==> src/rtl/core/rfb_pkg.sv <==
// shared types and constants of the rs485 frame builder
package rfb_pkg;

  // header bytes carried by a start item, length byte included
  localparam int unsigned HDR_BYTES = 6;
  // added to the payload length to give the frame length
  localparam logic [7:0] FRAME_OVERHEAD = 8'd8;
  // frame length is payload length plus overhead, up to 263
  localparam int unsigned FLEN_W = 9;
  // frame length limit default
  localparam int unsigned MAX_FRAME_BYTES_DEF = 208;
  // entries in the queue between front and back
  localparam int unsigned QUEUE_DEPTH_DEF = 4;

  localparam logic [15:0] CRC_INIT = 16'hFFFF;
  localparam logic [15:0] CRC_POLY = 16'hA001;

  typedef enum logic {
    CMD_START   = 1'b0,
    CMD_PAYLOAD = 1'b1
  } cmd_e;

  typedef enum logic [1:0] {
    STATUS_OK       = 2'd0,
    STATUS_TOO_LONG = 2'd1,
    STATUS_NO_FRAME = 2'd2
  } status_e;

  // one classified operation for the back end
  typedef struct packed {
    logic                       restart;  // begin a new crc before this op
    logic                       is_err;   // single error result
    status_e                    status;
    logic [2:0]                 n_data;   // data bytes in this op
    logic                       add_crc;  // append crc after the data bytes
    logic [HDR_BYTES-1:0][7:0]  bytes;    // data bytes, first in slot 0
  } entry_t;

  // push side of the queue
  typedef struct packed {
    logic   valid;
    entry_t entry;
  } push_t;

  // queue occupancy flags
  typedef struct packed {
    logic full;
    logic empty;
  } qstat_t;

endpackage

==> src/rtl/core/rfb_front.sv <==
// front end: accepts items, tracks the open frame and classifies each item
module rfb_front #(
  parameter int unsigned MAX_FRAME_BYTES = rfb_pkg::MAX_FRAME_BYTES_DEF
) (
  input  logic                  clk_i,
  input  logic                  rst_ni,
  input  logic                  in_valid_i,
  output logic                  in_stall_o,
  input  logic                  command_i,
  input  logic [7:0]            start_marker_i,
  input  logic [7:0]            address_one_i,
  input  logic [7:0]            address_two_i,
  input  logic [7:0]            frame_command_i,
  input  logic [7:0]            frame_subcommand_i,
  input  logic [7:0]            payload_length_i,
  input  logic [7:0]            payload_byte_i,
  input  rfb_pkg::qstat_t       qstat_i,
  output rfb_pkg::push_t        push_o
);

  logic                      open_q, open_d;
  logic [7:0]                remain_q, remain_d;
  logic                      accept;
  logic [rfb_pkg::FLEN_W-1:0] flen;
  logic                      too_long;
  logic [7:0]                remain_dec;
  rfb_pkg::entry_t           entry;

  assign in_stall_o = qstat_i.full;
  assign accept     = in_valid_i && !in_stall_o;

  // frame length check
  assign flen = {1'b0, payload_length_i} + {1'b0, rfb_pkg::FRAME_OVERHEAD};
  assign too_long = flen > rfb_pkg::FLEN_W'(MAX_FRAME_BYTES);
  assign remain_dec = remain_q - 8'd1;

  // classify the item
  always_comb begin
    entry          = '0;
    entry.status   = rfb_pkg::STATUS_OK;
    open_d         = open_q;
    remain_d       = remain_q;
    unique case (rfb_pkg::cmd_e'(command_i))
      rfb_pkg::CMD_START: begin
        entry.restart = 1'b1;
        if (too_long) begin
          entry.is_err = 1'b1;
          entry.status = rfb_pkg::STATUS_TOO_LONG;
          open_d       = 1'b0;
          remain_d     = '0;
        end else begin
          entry.n_data   = 3'(rfb_pkg::HDR_BYTES);
          entry.add_crc  = (payload_length_i == 8'd0);
          entry.bytes[0] = start_marker_i;
          entry.bytes[1] = address_one_i;
          entry.bytes[2] = address_two_i;
          entry.bytes[3] = frame_command_i;
          entry.bytes[4] = frame_subcommand_i;
          entry.bytes[5] = flen[7:0];
          open_d         = (payload_length_i != 8'd0);
          remain_d       = payload_length_i;
        end
      end
      rfb_pkg::CMD_PAYLOAD: begin
        if (open_q) begin
          entry.n_data   = 3'd1;
          entry.add_crc  = (remain_dec == 8'd0);
          entry.bytes[0] = payload_byte_i;
          remain_d       = remain_dec;
          open_d         = (remain_dec != 8'd0);
        end else begin
          entry.is_err = 1'b1;
          entry.status = rfb_pkg::STATUS_NO_FRAME;
        end
      end
      default: begin
        entry.is_err = 1'b1;
        entry.status = rfb_pkg::STATUS_NO_FRAME;
      end
    endcase
  end

  assign push_o.valid = accept;
  assign push_o.entry = entry;

  // frame tracking state
  always_ff @(posedge clk_i or negedge rst_ni) begin
    if (!rst_ni) begin
      open_q   <= 1'b0;
      remain_q <= '0;
    end else if (accept) begin
      open_q   <= open_d;
      remain_q <= remain_d;
    end
  end

  // an open frame always has bytes still expected
  a_open_remain: assert property (@(posedge clk_i) disable iff (!rst_ni)
    open_q |-> remain_q != 8'd0)
    else $error("open frame with no bytes remaining");

endmodule

==> src/rtl/core/rfb_queue.sv <==
// short queue of classified operations between front and back
module rfb_queue #(
  parameter int unsigned DEPTH = rfb_pkg::QUEUE_DEPTH_DEF
) (
  input  logic            clk_i,
  input  logic            rst_ni,
  input  rfb_pkg::push_t  push_i,
  input  logic            pop_i,
  output rfb_pkg::entry_t entry_o,
  output rfb_pkg::qstat_t qstat_o
);

  localparam int unsigned PTR_W = (DEPTH > 1) ? $clog2(DEPTH) : 1;
  localparam int unsigned CNT_W = $clog2(DEPTH + 1);

  rfb_pkg::entry_t  mem_q [DEPTH];
  logic [PTR_W-1:0] wr_ptr_q, rd_ptr_q;
  logic [CNT_W-1:0] cnt_q;
  logic             do_push, do_pop;

  assign qstat_o.full  = (cnt_q == CNT_W'(DEPTH));
  assign qstat_o.empty = (cnt_q == '0);
  assign do_push = push_i.valid && !qstat_o.full;
  assign do_pop  = pop_i && !qstat_o.empty;
  assign entry_o = mem_q[rd_ptr_q];

  // storage
  always_ff @(posedge clk_i) begin
    if (do_push) begin
      mem_q[wr_ptr_q] <= push_i.entry;
    end
  end

  // pointers and fill count
  always_ff @(posedge clk_i or negedge rst_ni) begin
    if (!rst_ni) begin
      wr_ptr_q <= '0;
      rd_ptr_q <= '0;
      cnt_q    <= '0;
    end else begin
      if (do_push) begin
        wr_ptr_q <= (wr_ptr_q == PTR_W'(DEPTH - 1)) ? '0 : wr_ptr_q + PTR_W'(1);
      end
      if (do_pop) begin
        rd_ptr_q <= (rd_ptr_q == PTR_W'(DEPTH - 1)) ? '0 : rd_ptr_q + PTR_W'(1);
      end
      if (do_push && !do_pop) begin
        cnt_q <= cnt_q + CNT_W'(1);
      end else if (do_pop && !do_push) begin
        cnt_q <= cnt_q - CNT_W'(1);
      end
    end
  end

  // fill count never goes past the depth
  a_cnt_bound: assert property (@(posedge clk_i) disable iff (!rst_ni)
    cnt_q <= CNT_W'(DEPTH))
    else $error("queue fill count past depth");

endmodule

==> src/rtl/core/rfb_back.sv <==
// back end: serializes queued operations into frame bytes and runs the crc
module rfb_back (
  input  logic            clk_i,
  input  logic            rst_ni,
  input  rfb_pkg::entry_t entry_i,
  input  rfb_pkg::qstat_t qstat_i,
  output logic            pop_o,
  output logic            out_valid_o,
  input  logic            out_stall_i,
  output logic [7:0]      out_byte_o,
  output logic            frame_end_o,
  output logic [1:0]      status_o
);

  // one byte into a reflected crc-16, bit at a time
  function automatic logic [15:0] crc_feed(input logic [15:0] crc_in, input logic [7:0] b);
    logic [15:0] c;
    c = crc_in ^ {8'h00, b};
    for (int k = 0; k < 8; k++) begin
      c = c[0] ? ((c >> 1) ^ rfb_pkg::CRC_POLY) : (c >> 1);
    end
    return c;
  endfunction

  logic [15:0] crc_q, crc_d;
  logic [2:0]  step_q, step_d;
  logic        out_valid_q, out_valid_d;
  logic [7:0]  byte_q, byte_d;
  logic        end_q, end_d;
  logic [1:0]  status_q, status_d;
  logic        can_load, load;
  logic        data_ph, crc_lo, crc_hi, last_step;
  logic [7:0]  data_byte;
  logic [15:0] crc_base;

  assign can_load = !out_valid_q || !out_stall_i;
  assign load     = !qstat_i.empty && can_load;

  // step decode for the current operation
  assign data_ph   = !entry_i.is_err && (step_q < entry_i.n_data);
  assign crc_lo    = !entry_i.is_err && entry_i.add_crc && (step_q == entry_i.n_data);
  assign crc_hi    = !entry_i.is_err && entry_i.add_crc &&
                     (step_q == entry_i.n_data + 3'd1);
  assign last_step = entry_i.is_err ||
                     (entry_i.add_crc ? crc_hi : (step_q == entry_i.n_data - 3'd1));
  assign data_byte = entry_i.bytes[step_q];
  assign crc_base  = (entry_i.restart && step_q == 3'd0) ? rfb_pkg::CRC_INIT : crc_q;
  assign pop_o     = load && last_step;

  // result byte and next crc
  always_comb begin
    crc_d    = crc_q;
    byte_d   = byte_q;
    end_d    = end_q;
    status_d = status_q;
    step_d   = step_q;
    if (load) begin
      step_d   = last_step ? 3'd0 : step_q + 3'd1;
      status_d = entry_i.status;
      end_d    = entry_i.is_err || crc_hi;
      priority if (entry_i.is_err) begin
        byte_d = 8'h00;
        if (entry_i.restart) begin
          crc_d = rfb_pkg::CRC_INIT;
        end
      end else if (data_ph) begin
        byte_d = data_byte;
        crc_d  = crc_feed(crc_base, data_byte);
      end else if (crc_lo) begin
        byte_d = crc_q[7:0];
      end else begin
        byte_d = crc_q[15:8];
        crc_d  = rfb_pkg::CRC_INIT;
      end
    end
  end

  assign out_valid_d = load || (out_valid_q && out_stall_i);

  // control and crc state
  always_ff @(posedge clk_i or negedge rst_ni) begin
    if (!rst_ni) begin
      crc_q       <= rfb_pkg::CRC_INIT;
      step_q      <= '0;
      out_valid_q <= 1'b0;
    end else begin
      crc_q       <= crc_d;
      step_q      <= step_d;
      out_valid_q <= out_valid_d;
    end
  end

  // output register
  always_ff @(posedge clk_i) begin
    byte_q   <= byte_d;
    end_q    <= end_d;
    status_q <= status_d;
  end

  assign out_valid_o = out_valid_q;
  assign out_byte_o  = byte_q;
  assign frame_end_o = end_q;
  assign status_o    = status_q;

  // an error result is a lone zero byte that ends the frame
  a_err_shape: assert property (@(posedge clk_i) disable iff (!rst_ni)
    out_valid_q && status_q != rfb_pkg::STATUS_OK |-> end_q && byte_q == 8'h00)
    else $error("malformed error result");

  // crc restarts after the final crc byte
  a_crc_restart: assert property (@(posedge clk_i) disable iff (!rst_ni)
    load && crc_hi |=> crc_q == rfb_pkg::CRC_INIT)
    else $error("crc not restarted after frame");

  // step counter stays within one header plus crc
  a_step_bound: assert property (@(posedge clk_i) disable iff (!rst_ni)
    !qstat_i.empty && !entry_i.is_err |-> step_q <= entry_i.n_data + 3'd1)
    else $error("step counter out of range");

endmodule

==> src/rtl/core/rs485_frame_builder_crc16.sv <==
// top level of the rs485 frame builder with crc-16 trailer
//
//  channel  dir  handshake                 payload
//  in       in   in_valid_i / in_stall_o   command_i, header fields, payload_byte_i
//  out      out  out_valid_o / out_stall_i out_byte_o, frame_end_o, status_o
//
// one result byte per cycle from the back end while an op is queued and out_stall_i
// is low; a payload item gives one byte, the last one adds two crc bytes, a start
// item six, or eight with zero payload length, an error one zero byte. the back
// end has a single output register; the crc folds one byte per cycle as bytes load.
// the front end accepts one item per cycle while the queue has room. reset clears
// frame tracking, queue pointers, the crc and output valid; no clearing pass.
// out_stall_i holds the output register and, once the queue fills, sets in_stall_o.
module rs485_frame_builder_crc16 #(
  parameter int unsigned MAX_FRAME_BYTES = rfb_pkg::MAX_FRAME_BYTES_DEF,
  parameter int unsigned QUEUE_DEPTH     = rfb_pkg::QUEUE_DEPTH_DEF
) (
  input  logic       clk_i,
  input  logic       rst_ni,
  input  logic       in_valid_i,
  output logic       in_stall_o,
  input  logic       command_i,
  input  logic [7:0] start_marker_i,
  input  logic [7:0] address_one_i,
  input  logic [7:0] address_two_i,
  input  logic [7:0] frame_command_i,
  input  logic [7:0] frame_subcommand_i,
  input  logic [7:0] payload_length_i,
  input  logic [7:0] payload_byte_i,
  output logic       out_valid_o,
  input  logic       out_stall_i,
  output logic [7:0] out_byte_o,
  output logic       frame_end_o,
  output logic [1:0] status_o
);

  rfb_pkg::push_t  push;
  rfb_pkg::qstat_t qstat;
  rfb_pkg::entry_t head;
  logic            pop;

  // classify incoming items
  rfb_front #(
    .MAX_FRAME_BYTES(MAX_FRAME_BYTES)
  ) u_front (
    .clk_i             (clk_i),
    .rst_ni            (rst_ni),
    .in_valid_i        (in_valid_i),
    .in_stall_o        (in_stall_o),
    .command_i         (command_i),
    .start_marker_i    (start_marker_i),
    .address_one_i     (address_one_i),
    .address_two_i     (address_two_i),
    .frame_command_i   (frame_command_i),
    .frame_subcommand_i(frame_subcommand_i),
    .payload_length_i  (payload_length_i),
    .payload_byte_i    (payload_byte_i),
    .qstat_i           (qstat),
    .push_o            (push)
  );

  // decouple front and back
  rfb_queue #(
    .DEPTH(QUEUE_DEPTH)
  ) u_queue (
    .clk_i  (clk_i),
    .rst_ni (rst_ni),
    .push_i (push),
    .pop_i  (pop),
    .entry_o(head),
    .qstat_o(qstat)
  );

  // serialize and append crc
  rfb_back u_back (
    .clk_i      (clk_i),
    .rst_ni     (rst_ni),
    .entry_i    (head),
    .qstat_i    (qstat),
    .pop_o      (pop),
    .out_valid_o(out_valid_o),
    .out_stall_i(out_stall_i),
    .out_byte_o (out_byte_o),
    .frame_end_o(frame_end_o),
    .status_o   (status_o)
  );

endmodule
==> config.mk <==
export PLATFORM = sky130hd
export DESIGN_NAME = rs485_frame_builder_crc16
export DESIGN_NICKNAME = d
export VERILOG_FILES = /design/src/rtl/core/rfb_pkg.sv /design/src/rtl/core/rfb_front.sv /design/src/rtl/core/rfb_queue.sv /design/src/rtl/core/rfb_back.sv /design/src/rtl/core/rs485_frame_builder_crc16.sv
export SDC_FILE = /design/constraint.sdc
export NUM_CORES = 1
export LEC_CHECK = 0
export BUFFER_PORTS_ARGS = -buffer_cell sky130_fd_sc_hd__buf_2
export CORE_MARGIN = 3
export CORE_UTILIZATION = 45
export CTS_CLUSTER_DIAMETER = 150
export CTS_CLUSTER_SIZE = 24
export DETAILED_ROUTE_END_ITERATION = 10
export HOLD_SLACK_MARGIN = 0.03
export PLACE_DENSITY = 0.7
export SYNTH_ARGS = -nofsm -noshare
export SYNTH_HDL_FRONTEND = slang
export SYNTH_SLANG_ARGS = --single-unit
export TNS_END_PERCENT = 50
==> constraint.sdc <==
create_clock -name clk_i -period 8.05 [get_ports clk_i]
set_input_delay 1.61 -clock clk_i [delete_from_list [all_inputs] [get_ports clk_i]]
set_output_delay 1.61 -clock clk_i [all_outputs]
set_load 0.01 [all_outputs]
==> results of run 1 <==
## worst max path at each step
stage	to	cells after the start	slack (ns)
2_1_floorplan	u_queue.cnt_q[1]$_DFFE_PN0P_	15	4.16
3_3_place_gp	u_back.crc_q[0]$_DFFE_PN1P_	9	3.79
3_5_place_dp	u_back.crc_q[0]$_DFFE_PN1P_	9	3.80
4_1_cts	u_back.crc_q[0]$_DFFE_PN1P_	9	3.79
5_1_grt	u_back.crc_q[0]$_DFFE_PN1P_	9	3.58
6_report	u_back.crc_q[0]$_DFFE_PN1P_	9	3.84
## synth_stat cells (2+ instances only)
library cell	n
buf_6	6
o211ai_1	4
a22o_1	8
nor2_1	50
a22oi_1	9
a21o_1	2
a221o_1	6
a211oi_1	12
nand4_1	2
o22a_1	7
mux2i_1	33
buf_2	11
nor2b_1	11
or3_1	4
ha_1	16
buf_4	3
and3_1	39
mux4_1	3
nor3_1	15
a221oi_1	5
dfrtp_1	20
edfxtp_1	231
xnor2_1	27
clkbuf_1	20
mux4_2	41
xor2_1	11
inv_1	15
dfstp_2	16
nand3_1	10
a31oi_1	2
o22ai_1	3
and2_1	4
o21ai_0	9
xnor3_1	3
nand2_1	21
a21oi_1	21
nor3b_1	2
mux2_2	6
nand2b_1	5
## cells by family after synthesis
kind of cell / count (synthesis)
muxes: 83
buffers and inverters: 58
AOI/OAI and AO/OA: 98
xor gates and xnor gates: 44
DFF: 267
adders and majority gates: 17
and+or+nand+nor: 168
## per-stage QoR
stage | std cells | power, mW
after CTS | 1135 | 5.40
final | 1135 | 5.36
after detailed placement | 1109 | 4.58
after floorplan | 735 | 4.06
after global routing | 1135 | 5.67
after global placement | 1109 | 4.54
## registers in the layout (all words and copies together), names as in the netlist
name	count
u_queue.rd_ptr_q	2
u_front.remain_q	8
u_back.step_q	3
u_queue.mem_q	220
u_back.frame_end_o	1
u_queue.cnt_q	3
u_queue.wr_ptr_q	2
u_back.out_byte_o	8
u_back.out_valid_o	1
u_back.crc_q	16
u_back.status_o	2
u_front.open_q	1
## cells in the final DEF, fill, tap and decap left out, drive strengths merged, types with 11 or more instances in the layout
master  Yosys  layout
a211oi     12      12
a21oi      21      21
and3       39      39
buf        21      85
clkbuf     20      24
dfrtp      20      20
dfstp      16      16
edfxtp    231     231
ha         16      16
inv        16      17
mux2i      33      33
mux4       44      44
nand2      22      22
nor2       51      51
nor2b      11      11
nor3       15      15
xnor2      27      27
xor2       12      12
## per-layer routing
layer  global-route usage [%]  vias to the layer above
li1                         -                     2966
met1                     24.9                     3320
met2                     27.3                      208
met3                     2.28                       38
met4                     4.84                        0
met5                        0                        -
## cell type report
class | count | area, um2
repair buffers | 85 | 455
clock buffers | 24 | 409
well taps | 330 | 413
flip-flops and latches | 267 | 7860
fillers | 2129 | 12600
clock inverters | 2 | 38.8
multi-input cells | 410 | 3680
inverters | 17 | 63.8
## where the power goes
group / switching, mW / leakage, nW / internal, mW
Combinational: 1.25 / 1.86 / 1.20
Clock: 0.438 / 0.211 / 0.363
Sequential: 0.178 / 2.56 / 1.93
Total: 1.87 / 4.63 / 3.49
## worst register-to-register path, stage by stage, from the launching register on
cell and delay (ns):
dfrtp_4 0.82, buf_4 0.67, mux4_1 0.64, and3_1 0.19, a31oi_1 0.11, and3_1 0.38
xor3_1 0.43, xnor3_2 0.40, xnor3_1 0.37, a21oi_1 0.16
==> flow_summary.toml, run 1 <==
[global_routing]
grt_pass1_wl_mm = 37.9
grt_max_degree = 56
grt.total_usage_pct = 17.1
grt_pass1_vias = 6557
antenna_found_initial = 0
gr-total-overflow = 0

[synth]
syn-num-nets = 813
synth_xor_area_share_pct = 3.92
synth_cell_types = 61
synth_ff_type = "edfxtp_1"
synth-compound-area-share_pct = 6.23
synth_fa_ha_area_share_pct = 1.86
synth_top_family_by_area = "multiplexers"
ys_ff_latch = 267
yosysTopAreaCell = "edfxtp_1"
synth_area_leaders = "edfxtp_1 (59%), mux4_2 (7.8%), dfrtp_1 (4.2%)"
synth_top_area_share_pct = 58.6
synth_mux_area_share_pct = 11.8
synth_warnings = 0
async_flop_share_pct = 13.5
syn_area_um2 = 11800
syn_inst = 735
synth_edf_count = 231
synth_seq_area_share_pct = 66.4
yosys.area_share.simple_pct = 7.21
synth.avg_cell_area_um2 = 16.1

[clock_tree]
cts_tree = "done"
cts.reportedPaths.clkPinSlew_ns = 0.10
cts_max_path_buffers = 3
clk_latency_ns = 0.51
ctsHtreeMaxLevel = 1
cts.sinks = 267
cts_setup_buffers = 0
hold_buffers = 0
ctsResizeCount = 0
root_buffer = "clkbuf_16"
cts-buffers-inserted = 15

[floorplan]
die_w_um = 168
ios = 74
die-area_um2 = 28300
initial_utilization_pct = 46.3
dieHeight_um = 168
rows = 58
core_area_um2 = 25500

[power_and_ir_drop]
power_density_nw_per_um2 = 415
p_leak_nw = 4.63
ir_drop_uv = 332

[route]
first_pass_iters = 5
dr_wl_met2_mm = 11.5
vias = 6532
drt-met1-wl_mm = 10.9
drt_iter0_markers = 500
met3RoutedLength_mm = 1.47
wl_per_cell_um = 21.4
wl_mm = 24.3
viasPerCell = 5.76
drc = 0
routed.top_layer = "met4"
ant_nets = 0

[critical_path]
cpPeakStageDelay_ns = 0.82
slowest_stage = "dfrtp_4"
cp-end-kind = "flop"
regToRegSetupSlack_ns = 3.84
startpoint_type = "flop"
path_cells = "buf_4 -> mux4_1 -> and3_1 -> a31oi_1 -> and3_1 -> xor3_1 -> xnor3_2 -> xnor3_1 -> a21oi_1"
rr_endpoint = "u_back.crc_q[0]$_DFFE_PN1P_"
critPathBufInv = 1
crit_top_cell = "and3_1"
cpLargestDelayFamily = "XOR/XNOR gates"
arrival_ns = 4.66
path_class = "flop to flop"
reg2regPathDepth = 9
crit_fanout = 36
r2r_start = "u_queue.rd_ptr_q[0]$_DFFE_PN0P_"
startpoint = "u_queue.rd_ptr_q[0]$_DFFE_PN0P_"
cp.required_ns = 8.50

[timing]
fin_crit_sh_pct = 52.4
worst_pin_slew_ns = 1.25
rsz0062_at_grt = "no"
timing.hold.ws_ns = 0.495
skew_ns = 0.0338
maxSlewHeadroom_pct = 16.6
setup_ws_ns = 3.84
finalHoldViolations = 0
finalMaxSlewViolations = 0
timing.fmax_mhz = 237
min_period_ns = 4.21
setup_tns_ns = 0
setup_violations = 0

[min_path]
worstHoldPathCells = 1
hold_path_startpoint = "u_queue.cnt_q[2]$_DFFE_PN0P_"
holdPathEnd = "u_queue.cnt_q[2]$_DFFE_PN0P_"
min_path_type = "flop to flop"

[layout]
drive_gt1_share_pct = 22.9
nets = 874
fin_util_pct = 50.6
final_area_um2 = 12900
syn_to_final_growth_pct = 9.22
num_antenna_cells = 0

[run]
cap_viol_max_count = 0

[placed_design]
gp_congestion = 0.818
io_buffers = 73
placed_area_um2 = 12500
dp_hpwl_mm = 15.4
place_ws_ns = 3.80

[outcome]
outcome = "finished, final reports clean"
Power figures use the tool's default switching activity.
==> inputs of run 2 (changes only) <==
--- a/config.mk
+++ b/config.mk
@@ -12,7 +12,7 @@
 export CTS_CLUSTER_SIZE = 24
 export DETAILED_ROUTE_END_ITERATION = 10
 export HOLD_SLACK_MARGIN = 0.03
-export PLACE_DENSITY = 0.7
+export PLACE_DENSITY = 0.72
 export SYNTH_ARGS = -nofsm -noshare
 export SYNTH_HDL_FRONTEND = slang
 export SYNTH_SLANG_ARGS = --single-unit
==> constraint.sdc (replaced) <==
create_clock -name clk_i -period 3.78 [get_ports clk_i]
set_input_delay 0.756 -clock clk_i [delete_from_list [all_inputs] [get_ports clk_i]]
set_output_delay 0.756 -clock clk_i [all_outputs]
set_load 0.01 [all_outputs]
==> run 2 against run 1 <==
Register-to-register slack lost 3.6 ns. Die area did not move. Sequential share of layout area is 0.72 points lower. Sequential cell count stayed put.
==> flow_summary.toml, run 2 (synthesis results as in run 1) <==
[layout]
mostFrequentLayoutCell = "edfxtp_1"
n_fill_cell = 2087
largestRegisters = "u_queue.mem_q x220, u_back.crc_q x16"
syn_to_final_growth_pct = 10.5
layout_common_cells = "edfxtp_1 (231), buf_2 (73), nor2_1 (50), mux4_2 (41), and3_1 (39)"
top_register = "u_queue.mem_q"
nets = 887
num_antenna_cells = 0
drive_gt1_share_pct = 24.2
largest_reg_flops = 220

[critical_path]
rr_endpoint = "u_back.crc_q[0]$_DFFE_PN1P_"
r2r_start = "u_queue.rd_ptr_q[0]$_DFFE_PN0P_"
arrival_ns = 3.96
startpoint_type = "flop"
startpoint = "u_queue.rd_ptr_q[0]$_DFFE_PN0P_"
path_class = "flop to flop"
reg2regPathDepth = 9
endpoint = "u_back.crc_q[0]$_DFFE_PN1P_"
cp-end-kind = "flop"
crit_fanout = 30
regToRegSetupSlack_ns = 0.24
cp.required_ns = 4.21

[clock_tree]
root_buffer = "clkbuf_16"
clk_latency_ns = 0.50
cts_tree = "done"
cts.reportedPaths.clkPinSlew_ns = 0.10
hold_buffers = 0
ctsResizeCount = 0
cts-buffers-inserted = 15
ctsHtreeMaxLevel = 1
cts.sinks = 267
cts_max_path_buffers = 3
cts_setup_buffers = 0

[timing]
fin_crit_sh_pct = 93.5
setup_violations = 0
rsz0062_at_grt = "no"
timing.fmax_mhz = 283
timing.hold.ws_ns = 0.414
finalMaxSlewViolations = 0
finalHoldViolations = 0
worst_pin_slew_ns = 1.07
setup_ws_ns = 0.244
setup_tns_ns = 0
skew_ns = 0.0227
maxSlewHeadroom_pct = 28.0
min_period_ns = 3.54

[power_and_ir_drop]
p_sw_share_pct = 34.3
p_int_mw = 7.59
switchingPower_mw = 3.96
ir_drop_uv = 758
clkPwrFrac_pct = 14.7
power_density_nw_per_um2 = 883
seq_power_share_pct = 38.8
pwr-share-comb_pct = 46.5
p_leak_nw = 4.71

[floorplan]
die-area_um2 = 28300
core_area_um2 = 25500
ios = 74
dieHeight_um = 168
initial_utilization_pct = 46.3
rows = 58
die_w_um = 168

[route]
drc = 0
wl_mm = 24.4
wl_per_cell_um = 21.2
viasPerCell = 5.69
first_pass_iters = 7
drt_iter0_markers = 584
ant_nets = 0
vias = 6531

[min_path]
min_path_type = "input port to async pin"

[outcome]
outcome = "finished, final reports clean"

[placed_design]
place_ws_ns = 0.211
gp_congestion = 0.852
io_buffers = 73
dp_hpwl_mm = 16.1

[run]
cap_viol_max_count = 0

[global_routing]
grt_max_degree = 56
antenna_found_initial = 0
grt.total_usage_pct = 17.3
grt_pass1_wl_mm = 38.4
gr-total-overflow = 0
grt_pass1_vias = 6550
-- run 2: worst min-delay path by stage --
stage / slack [ns] / cells past startpoint / start / to
after floorplan: 0.46 / 0 / rst_ni / u_back.out_valid_o$_DFF_PN0_
after CTS: 0.42 / 1 / rst_ni / u_front.remain_q[2]$_DFFE_PN0P_
final: 0.41 / 1 / rst_ni / u_queue.rd_ptr_q[0]$_DFFE_PN0P_
after global routing: 0.46 / 1 / rst_ni / u_queue.wr_ptr_q[0]$_DFFE_PN0P_
after global placement: 0.48 / 1 / u_queue.cnt_q[2]$_DFFE_PN0P_ / u_queue.cnt_q[2]$_DFFE_PN0P_
after detailed placement: 0.48 / 1 / u_queue.cnt_q[2]$_DFFE_PN0P_ / u_queue.cnt_q[2]$_DFFE_PN0P_
-- run 2: per-layer routing --
metal / GRT usage, % / up-vias / routed length, um
li1: - / 3006 / -
met1: 25.0 / 3330 / 10900
met2: 28.5 / 174 / 12000
met3: 2.84 / 21 / 1220
met4: 2.99 / 0 / 323
met5: 0 / - / 0
-- run 2: area by class of cell --
cell class	instances	area (um2)	share of cell area, %
inverter	17	63.8	0.488
clock inverter	2	38.8	0.296
timing repair buffer	98	603	4.61
sequential	267	7860	60.1
clock buffer	24	409	3.13
multi-input combinational	410	3690	28.2
tap	330	413	3.16
-- run 2: critical path, stage by stage, from the launching register on --
cell and delay [ns]:
dfrtp_4 0.63, buf_12 0.25, mux4_2 0.35, inv_1 0.07
nor3b_2 0.60, nor2_1 0.12, xnor2_1 0.49, xnor3_2 0.46
xnor3_1 0.34, a21oi_1 0.15
-- run 2: power groups by stage --
| stage | clock, mW | sequential [mW] | combinational, mW |
|---|---|---|---|
| floorplan | 0 | 4.40 | 4.25 |
| global placement | 0 | 4.53 | 5.31 |
| detailed placement | 0 | 4.55 | 5.39 |
| CTS | 1.73 | 4.49 | 5.42 |
| global route | 1.84 | 4.56 | 5.87 |
| finish | 1.70 | 4.48 | 5.38 |
-- run 2: stage by stage --
stage | power [mW] | utilization (%) | std cells | area [um2]
after floorplan | 8.66 | - | 735 | 11800
after global placement | 9.84 | 49.5 | 1122 | 12600
after detailed placement | 9.95 | 49.5 | 1122 | 12600
after CTS | 11.6 | 51.2 | 1148 | 13100
after global routing | 12.3 | 51.2 | 1148 | 13100
final | 11.6 | 51.2 | 1148 | 13100
==> inputs of run 3 (changes only) <==
--- a/config.mk
+++ b/config.mk
@@ -7,12 +7,12 @@
 export LEC_CHECK = 0
 export BUFFER_PORTS_ARGS = -buffer_cell sky130_fd_sc_hd__buf_2
 export CORE_MARGIN = 3
-export CORE_UTILIZATION = 45
+export CORE_UTILIZATION = 55
 export CTS_CLUSTER_DIAMETER = 150
 export CTS_CLUSTER_SIZE = 24
 export DETAILED_ROUTE_END_ITERATION = 10
 export HOLD_SLACK_MARGIN = 0.03
-export PLACE_DENSITY = 0.72
+export PLACE_DENSITY = 0.84
 export SYNTH_ARGS = -nofsm -noshare
 export SYNTH_HDL_FRONTEND = slang
 export SYNTH_SLANG_ARGS = --single-unit
==> run 3 against run 2 <==
Core utilization up 10 points. Clock skew grew 0.0030 ns. Sequential share of layout area up 0.44 points. Non-clock buffer count increased by 1. Sequential power barely moved. Design area is 0.73% lower. Global-route usage is 3.9 points higher. First-iteration DRC count increased by 9.1%.
==> flow_summary.toml, run 3 (synthesis results as in run 1) <==
[timing]
rsz0062_at_grt = "no"
setup_violations = 0
finalMaxSlewViolations = 0
maxSlewHeadroom_pct = 38.7
skew_ns = 0.0257
fin_crit_sh_pct = 91.1
timing.hold.ws_ns = 0.388
finalHoldViolations = 0
setup_tns_ns = 0
timing.fmax_mhz = 290
worst_pin_slew_ns = 0.920
min_period_ns = 3.45
setup_ws_ns = 0.335

[floorplan]
core_area_um2 = 21100
rows = 53
die_w_um = 153
dieHeight_um = 153
ios = 74
initial_utilization_pct = 56.1
die-area_um2 = 23300

[route]
vias = 6821
ant_nets = 0
drc = 0
first_pass_iters = 7
viasPerCell = 6.24
wl_mm = 25.1
wl_per_cell_um = 22.9
drt_iter0_markers = 637

[critical_path]
cp.required_ns = 4.19
path_class = "flop to flop"
cp-end-kind = "flop"
startpoint_type = "flop"
slowest_stage = "mux4_2"
critPathBufInv = 1
cpPeakStageDelay_ns = 0.56
arrival_ns = 3.85
path_cells = "buf_12 -> mux4_2 -> nand2b_1 -> a221o_1 -> nor2_2 -> xor2_1 -> xnor2_1 -> xnor3_1 -> a21oi_1"
crit_fanout = 54
cpLargestDelayFamily = "XOR/XNOR gates"

[power_and_ir_drop]
ir_drop_uv = 714
power_mw = 11.6
pwr-share-comb_pct = 47.1
seq_power_share_pct = 38.6
switchingPower_mw = 4.02
p_leak_nw = 4.71
p_sw_share_pct = 34.7
p_int_mw = 7.56
power_density_nw_per_um2 = 891
clkPwrFrac_pct = 14.3

[global_routing]
antenna_found_initial = 0
grt_pass1_vias = 6868
grt_max_degree = 56
grt_pass1_wl_mm = 39.1
gr-total-overflow = 0
grt.total_usage_pct = 21.2

[outcome]
outcome = "finished, final reports clean"

[min_path]
min_path_type = "input port to async pin"

[clock_tree]
ctsHtreeMaxLevel = 1
clk_latency_ns = 0.49
hold_buffers = 0
cts_tree = "done"
cts-buffers-inserted = 15
cts.sinks = 267
root_buffer = "clkbuf_16"
cts_max_path_buffers = 3
cts.reportedPaths.clkPinSlew_ns = 0.10
ctsResizeCount = 0
cts_setup_buffers = 0

[placed_design]
gp_congestion = 0.843
dp_hpwl_mm = 16.4
dp.cells = 1068
io_buffers = 73
place_ws_ns = 0.384
placed_area_um2 = 12500

[layout]
drive_gt1_share_pct = 24.2
fin_util_pct = 61.6
num_antenna_cells = 0
largestRegisters = "u_queue.mem_q x220, u_back.crc_q x16"
top_register = "u_queue.mem_q"
syn_to_final_growth_pct = 9.73
layout_common_cells = "edfxtp_1 (231), buf_2 (73), nor2_1 (50), mux4_2 (41), and3_1 (39)"
largest_reg_flops = 220
layout.cells.non_filler = 1093
final_area_um2 = 13000
mostFrequentLayoutCell = "edfxtp_1"
nets = 888

[run]
cap_viol_max_count = 0
[run 3: path summary, 6_finish.rpt]
kind                                                  from  slack (ns)  cells after the start                              end
hold reg to reg               u_queue.cnt_q[2]$_DFFE_PN0P_        0.50                      1     u_queue.cnt_q[2]$_DFFE_PN0P_
hold / removal                                      rst_ni        0.39                      1     u_queue.cnt_q[1]$_DFFE_PN0P_
setup / recovery           u_queue.rd_ptr_q[0]$_DFFE_PN0P_        0.33                      9      u_back.crc_q[0]$_DFFE_PN1P_
min in group clk_i                             out_stall_i        0.48                      3     u_back.out_valid_o$_DFF_PN0_
setup reg to reg           u_queue.rd_ptr_q[0]$_DFFE_PN0P_        0.33                      9      u_back.crc_q[0]$_DFFE_PN1P_
max in group asynchronous                           rst_ni        2.71                      1  u_queue.rd_ptr_q[0]$_DFFE_PN0P_
[run 3: power groups by stage]
stage,clock network (mW),logic (mW),registers (mW)
after floorplan,0,4.25,4.40
after global placement,0,5.28,4.47
after detailed placement,0,5.41,4.52
after CTS,1.68,5.45,4.46
after global routing,1.80,5.83,4.53
final,1.66,5.45,4.46
[run 3: per-layer routing]
layer / global-route usage [%] / routed length [um] / up-vias
met5: 0 / 0 / -
met4: 5.90 / 554 / 0
met3: 2.56 / 1780 / 38
met2: 35.2 / 12400 / 329
met1: 30.3 / 10300 / 3451
li1: - / - / 3003
[run 3: final cells by class]
class | count | area [um2]
Clock buffer | 24 | 409
Clock inverter | 1 | 30.0
Fill cell | 1492 | 8100
Inverter | 17 | 63.8
Multi-Input combinational cell | 410 | 3690
Sequential cell | 267 | 7860
Tap cell | 275 | 344
Timing Repair Buffer | 99 | 586
